### src/hdl/ceq_pkg.sv
`default_nettype none

package ceq_pkg;

  // Field widths of the stream items
  localparam int unsigned ID_W   = 4;
  localparam int unsigned OCC_W  = 5;
  localparam int unsigned FLAG_N = 1 << ID_W;

  // Item kinds on the input side
  typedef enum logic {
    ACT_SIGNAL = 1'b0,
    ACT_POP    = 1'b1
  } action_t;

  // Result status codes
  typedef enum logic [1:0] {
    ST_QUEUED  = 2'd0,
    ST_REFUSED = 2'd1,
    ST_POPPED  = 2'd2,
    ST_EMPTY   = 2'd3
  } status_t;

endpackage

`default_nettype wire

### src/hdl/ceq_ram.sv
`default_nettype none

module ceq_ram #(
  parameter int unsigned WIDTH = 4,
  parameter int unsigned DEPTH = 16
) (
  input  wire logic                     clk,
  input  wire logic                     we,
  input  wire logic [$clog2(DEPTH)-1:0] waddr,
  input  wire logic [WIDTH-1:0]         wdata,
  input  wire logic [$clog2(DEPTH)-1:0] raddr,
  output logic      [WIDTH-1:0]         rdata
);

  logic [WIDTH-1:0] mem [DEPTH];

  // one write port, one registered read port (read returns old data)
  always_ff @(posedge clk) begin
    if (we) begin
      mem[waddr] <= wdata;
    end
    rdata <= mem[raddr];
  end

endmodule

`default_nettype wire

### src/hdl/coalescing_event_queue.sv
`default_nettype none

// Channel  Dir  tdata                                   tuser
// s_*      in   [3:0] event_id, [7:4] zero              [0] action (0 signal, 1 pop)
// m_*      out  [3:0] popped_id, [8:4] occupancy, rest 0 [1:0] status
//
// One item per cycle sustained while the output is not stalled (input register,
// then one pass of flag test and ring update, then the result register).
// The ring sits in a RAM with registered read; its read port always points at
// the next head, with a registered bypass when a write lands on that entry.
// Synchronous active-high reset clears flags, pointers, count and valids.
// A stalled output holds its result; the input stage keeps one item waiting.

module coalescing_event_queue #(
  parameter int unsigned EVENT_SLOTS = 16
) (
  input  wire logic        clk,
  input  wire logic        rst,
  input  wire logic        s_tvalid,
  output logic             s_tready,
  input  wire logic [7:0]  s_tdata,   // [3:0] event_id
  input  wire logic [0:0]  s_tuser,   // [0] action
  output logic             m_tvalid,
  input  wire logic        m_tready,
  output logic      [15:0] m_tdata,   // [3:0] popped_id, [8:4] occupancy
  output logic      [1:0]  m_tuser    // [1:0] status
);

  import ceq_pkg::*;

  localparam int unsigned AW = (EVENT_SLOTS > 1) ? $clog2(EVENT_SLOTS) : 1;
  localparam int unsigned CW = $clog2(EVENT_SLOTS + 1);

  // input register
  logic            in_valid;
  action_t         in_action;
  logic [ID_W-1:0] in_id;

  // queue state
  logic [FLAG_N-1:0] pending, pending_next;
  logic [AW-1:0]     head, head_next;
  logic [AW-1:0]     tail, tail_next;
  logic [CW-1:0]     count, count_next;

  // ring read bypass
  logic            byp_valid;
  logic [ID_W-1:0] byp_data;

  // result register
  logic             out_valid;
  status_t          out_status;
  logic [ID_W-1:0]  out_popped;
  logic [OCC_W-1:0] out_occ;

  logic            proc;
  logic            wr_en;
  logic [ID_W-1:0] ram_rdata;
  logic [ID_W-1:0] head_id;
  logic            id_ok;
  status_t         status;
  logic [ID_W-1:0] popped;

  function automatic logic [AW-1:0] adv(input logic [AW-1:0] p);
    if (p == AW'(EVENT_SLOTS - 1)) begin
      return '0;
    end
    return p + 1'b1;
  endfunction

  assign proc     = in_valid && (!out_valid || m_tready);
  assign s_tready = !in_valid || proc;
  assign head_id  = byp_valid ? byp_data : ram_rdata;
  assign id_ok    = 32'(in_id) < EVENT_SLOTS;

  // input stage
  always_ff @(posedge clk) begin
    if (rst) begin
      in_valid <= 1'b0;
    end else if (s_tready) begin
      in_valid <= s_tvalid;
    end
    if (s_tready && s_tvalid) begin
      in_action <= action_t'(s_tuser[0]);
      in_id     <= s_tdata[ID_W-1:0];
    end
  end

  // flag test, ring access and pointer update for one item
  always_comb begin
    pending_next = pending;
    head_next    = head;
    tail_next    = tail;
    count_next   = count;
    wr_en        = 1'b0;
    status       = ST_REFUSED;
    popped       = '0;
    if (proc) begin
      unique case (in_action)
        ACT_SIGNAL: begin
          if (!id_ok || pending[in_id] || count >= CW'(EVENT_SLOTS)) begin
            status = ST_REFUSED;
          end else begin
            pending_next[in_id] = 1'b1;
            wr_en               = 1'b1;
            tail_next           = adv(tail);
            count_next          = count + 1'b1;
            status              = ST_QUEUED;
          end
        end
        ACT_POP: begin
          if (count == '0) begin
            status = ST_EMPTY;
          end else begin
            popped                = head_id;
            pending_next[head_id] = 1'b0;
            head_next             = adv(head);
            count_next            = count - 1'b1;
            status                = ST_POPPED;
          end
        end
        default: status = ST_REFUSED;
      endcase
    end
  end

  // state registers
  always_ff @(posedge clk) begin
    if (rst) begin
      pending   <= '0;
      head      <= '0;
      tail      <= '0;
      count     <= '0;
      byp_valid <= 1'b0;
    end else begin
      pending   <= pending_next;
      head      <= head_next;
      tail      <= tail_next;
      count     <= count_next;
      byp_valid <= wr_en && (tail == head_next);
    end
    byp_data <= in_id;
  end

  // ring storage, read port tracks the next head
  ceq_ram #(
    .WIDTH(ID_W),
    .DEPTH(EVENT_SLOTS)
  ) u_ring (
    .clk  (clk),
    .we   (wr_en),
    .waddr(tail),
    .wdata(in_id),
    .raddr(head_next),
    .rdata(ram_rdata)
  );

  // result register
  always_ff @(posedge clk) begin
    if (rst) begin
      out_valid <= 1'b0;
    end else if (proc) begin
      out_valid <= 1'b1;
    end else if (m_tready) begin
      out_valid <= 1'b0;
    end
    if (proc) begin
      out_status <= status;
      out_popped <= popped;
      out_occ    <= OCC_W'(count_next);
    end
  end

  assign m_tvalid = out_valid;
  assign m_tuser  = out_status;
  assign m_tdata  = {{(16 - ID_W - OCC_W){1'b0}}, out_occ, out_popped};

  // occupancy always matches the number of pending flags
  a_count_flags: assert property (@(posedge clk) disable iff (rst)
    32'(count) == $countones(pending))
    else $error("count does not match pending flags");

  a_count_max: assert property (@(posedge clk) disable iff (rst)
    32'(count) <= EVENT_SLOTS)
    else $error("count above slot count");

  a_pop_flag: assert property (@(posedge clk) disable iff (rst)
    proc && status == ST_POPPED |=> !pending[$past(popped)])
    else $error("popped event still pending");

  a_queue_flag: assert property (@(posedge clk) disable iff (rst)
    proc && status == ST_QUEUED |=> pending[$past(in_id)] && count == $past(count) + 1'b1)
    else $error("queued event not recorded");

  a_empty_hold: assert property (@(posedge clk) disable iff (rst)
    proc && status == ST_EMPTY |=> head == $past(head) && tail == $past(tail))
    else $error("empty pop moved pointers");

endmodule

`default_nettype wire

### config.mk
export PLATFORM = sky130hd
export DESIGN_NAME = coalescing_event_queue
export DESIGN_NICKNAME = d
export VERILOG_FILES = /design/src/hdl/ceq_pkg.sv /design/src/hdl/ceq_ram.sv /design/src/hdl/coalescing_event_queue.sv
export SDC_FILE = /design/constraint.sdc
export NUM_CORES = 1
export LEC_CHECK = 0
export BUFFER_PORTS_ARGS = -buffer_cell sky130_fd_sc_hd__clkbuf_2
export CORE_MARGIN = 5
export CORE_UTILIZATION = 35
export CTS_CLUSTER_SIZE = 14
export DETAILED_ROUTE_END_ITERATION = 16
export MAX_ROUTING_LAYER = met4
export SYNTH_ARGS = -nofsm -noshare
export SYNTH_HDL_FRONTEND = slang
export SYNTH_SLANG_ARGS = --single-unit
export TNS_END_PERCENT = 30
### constraint.sdc
create_clock -name clk -period 5.1 [get_ports clk]
set_input_delay 0.51 -clock clk [delete_from_list [all_inputs] [get_ports clk]]
set_output_delay 0.51 -clock clk [all_outputs]
set_load 0.1 [all_outputs]
==> results.py <==
metrics = {
    "run_status": {
        "outcome": "completed",
    },
    "setup_path": {
        "critPathArrivalTime_ns": 3.60,
        "cp-start-kind": "register",
        "crit_start": "in_id[0]",
        "slowest_stage": "edfxtp_1",
        "r2r_end": "u_ring.mem[0][2]",
        "critical_path.endpoint": "u_ring.mem[0][2]",
        "reg2reg_slack_ns": 1.55,
        "critPathMaxStageDelay_ns": 1.03,
        "required_ns": 5.15,
        "end_kind": "register",
        "reg2reg_depth": 6,
        "critPathKind": "register to register",
        "r2r_start": "in_id[0]",
        "path_cells": "mux4_2, mux2_4, o32ai_4, buf_4, nand2_2, nor3_1",
        "critPathMaxFanout": 26,
    },
    "clocking": {
        "cts_sinks": 120,
        "cts_max_level": 4,
        "root_buffer": "clkbuf_16",
        "clk_pin_slew_ns": 0.06,
        "post-cts-setup-buffers": 0,
        "cts_max_path_buffers": 2,
        "cts_tree": "yes",
        "cts_buffers": 17,
        "hold_buffers": 0,
        "worstSkewPairLatency_ns": 0.43,
        "cts_resized": 0,
    },
    "synth": {
        "ys.flop_type": "edfxtp_1",
        "synth.distinct_cells": 65,
        "synth_seq_cells": 120,
        "syn_avg_cell_area_um2": 11.3,
        "async_flop_share": 0,
        "netlist_instances": 518,
        "seq_area_frac_synth": 0.545,
        "synth_top_area_frac": 0.409,
        "netlist.top_cell.by_area": "edfxtp_1",
        "synth_edf_count": 80,
        "synth_warnings": 0,
        "syn-cell-area_um2": 5870,
        "synthTopCellsByArea": "edfxtp_1 41%, dfxtp_1 14%, a211oi_1 3.8%",
    },
    "floorplan": {
        "start_util": 0.355,
        "core-area_um2": 16500,
        "rows": 47,
        "die_y_um": 140,
        "die_width_um": 140,
        "die_area_um2": 19500,
        "io_pins": 33,
    },
    "timing": {
        "min_period_over_period": 0.696,
        "grt_setup_unrepaired": "false",
        "max_slew_margin": 0.310,
        "hold_ws_ns": 0.264,
        "hold_viol_final": 0,
        "skew_ns": 0.0214,
        "setup-tns-final_ns": 0,
        "finalSetupViolations": 0,
        "worst_pin_slew_ns": 1.04,
        "max_freq_ghz": 0.282,
        "fin_crit_ns": 3.55,
        "report.final.slew_viol_count": 0,
    },
    "final_layout": {
        "diodes": 0,
        "final_cell_mix": "80 x edfxtp_1, 47 x nand2_1, 41 x nor2_1",
        "drive_gt1_frac": 0.171,
        "syn_to_final_growth_pct": 13.2,
        "nets": 552,
        "final_common_cell": "edfxtp_1",
        "finalInstanceArea_um2": 6650,
        "fillers": 1538,
    },
    "global_routing": {
        "grt_pass1_vias": 4052,
        "antenna_found_initial": 0,
        "grt_usage": 0.150,
        "grt_pass1_wl_um": 22200,
        "overflow": 0,
        "grt_max_degree": 41,
    },
    "route": {
        "ant_nets": 0,
        "via_count": 4260,
        "viasPerCell": 5.57,
        "drc_errors": 0,
        "wirelength_um": 14100,
        "wl_per_cell_um": 18.5,
        "first_pass_iters": 5,
        "dr.first_iter.drc_count": 367,
    },
    "power": {
        "power_density_nw_per_um2": 366,
        "leakage_nw": 2.25,
        "vdd_drop_max_uv": 237,
    },
    "placement": {
        "io_buffers": 21,
        "globalplace.congestion": 0.831,
        "placed_area_um2": 6100,
        "post-dp-hpwl_um": 9380,
    },
    "flow_run": {
        "maxCapViolations": 0,
    },
    "worst_hold_path": {
        "hold_path.class": "input port to register",
    },
}
==> per-stage QoR <==
step / util / setup slack [ns] / instances / total power (W)
floorplan: - / 2.21 / 524 / 0.00130
global placement: 0.369 / 1.64 / 733 / 0.00133
detailed placement: 0.369 / 1.54 / 733 / 0.00134
CTS: 0.402 / 1.54 / 765 / 0.00245
global route: 0.402 / 1.39 / 765 / 0.00251
finish: 0.402 / 1.55 / 765 / 0.00243
==> report_power, final <==
group,internal [W],switching (W),total [W]
sequential,0.00106,0.0000260,0.00109
clock,0.000668,0.000447,0.00112
combinational,0.0000633,0.000169,0.000232
==> critical path, delay by kind of cell, from the launching register on <==
kind | cells | cell delay [ns]
buffers and inverters | 1 | 0.29
AOI/OAI and AO/OA | 1 | 0.25
muxes | 2 | 0.95
DFF | 1 | 1.03
and+or+nand+nor | 2 | 0.65
==> metal layers <==
layer	global-route usage	vias to the layer above	share of wire
li1	-	1993	-
met1	0.204	2113	0.47
met2	0.218	137	0.46
met3	0.0343	17	0.051
met4	0.0592	0	0.016
met5	-	-	0
==> area by class of cell <==
type / count / area [um2] / area share
clock buffers: 17 / 425 / 0.0640
repair buffers: 26 / 143 / 0.0214
flip-flops and latches: 120 / 3200 / 0.482
clock inverters: 15 / 129 / 0.0194
inverters: 10 / 37.5 / 0.00564
multi-input cells: 357 / 2440 / 0.367
well taps: 220 / 275 / 0.0414
==> registers in the layout, summed over array words and instances, names as in the netlist, 2 cells and up <==
register,count
u_ring.rdata,4
m_tuser,2
out_popped,4
out_occ,5
count,5
tail,4
in_id,4
pending,16
u_ring.mem,64
byp_data,4
head,4
==> cells in the mapped netlist (3+ instances only) <==
cell      count
edfxtp_1     80
nand2_1      47
nor2_1       41
dfxtp_1      40
a21oi_1      34
a211oi_1     30
mux2i_1      17
a221oi_1     16
clkbuf_1     16
mux2_2       13
nor3_1       12
inv_1        10
o21ai_0      10
and2_1        9
a31oi_1       8
nor2b_1       8
buf_4         7
buf_6         7
ha_1          7
nand2b_1      7
nand3_1       7
nor4_1        7
buf_2         6
nand3b_1      5
o32ai_1       5
xnor2_1       5
nand2_2       4
nand4_1       4
a21boi_0      3
a22oi_1       3
and3_1        3
nor3b_1       3
o22ai_1       3
==> worst min path at each step <==
stage,start,end,slack [ns],cells after the start
final,s_tdata[2],in_id[2],0.26,1
after global routing,s_tdata[3],in_id[3],0.25,1
after CTS,s_tdata[2],in_id[2],0.25,1
after detailed placement,pending[15],pending[15],0.50,2
after global placement,pending[15],pending[15],0.50,2
after floorplan,pending[15],pending[15],0.48,2
==> cell families after synthesis <==
kind of cell | Yosys count | synth area share
AND/OR/NAND/NOR | 175 | 0.158
AO/OA/AOI/OAI | 126 | 0.153
flip-flops | 120 | 0.545
buffers and inverters | 47 | 0.0447
multiplexers | 35 | 0.0731
adder cells (fa/ha/maj) | 7 | 0.0149
XOR/XNOR | 7 | 0.0104
other | 1 | 0.000638
(Power assumes the default switching activity.)
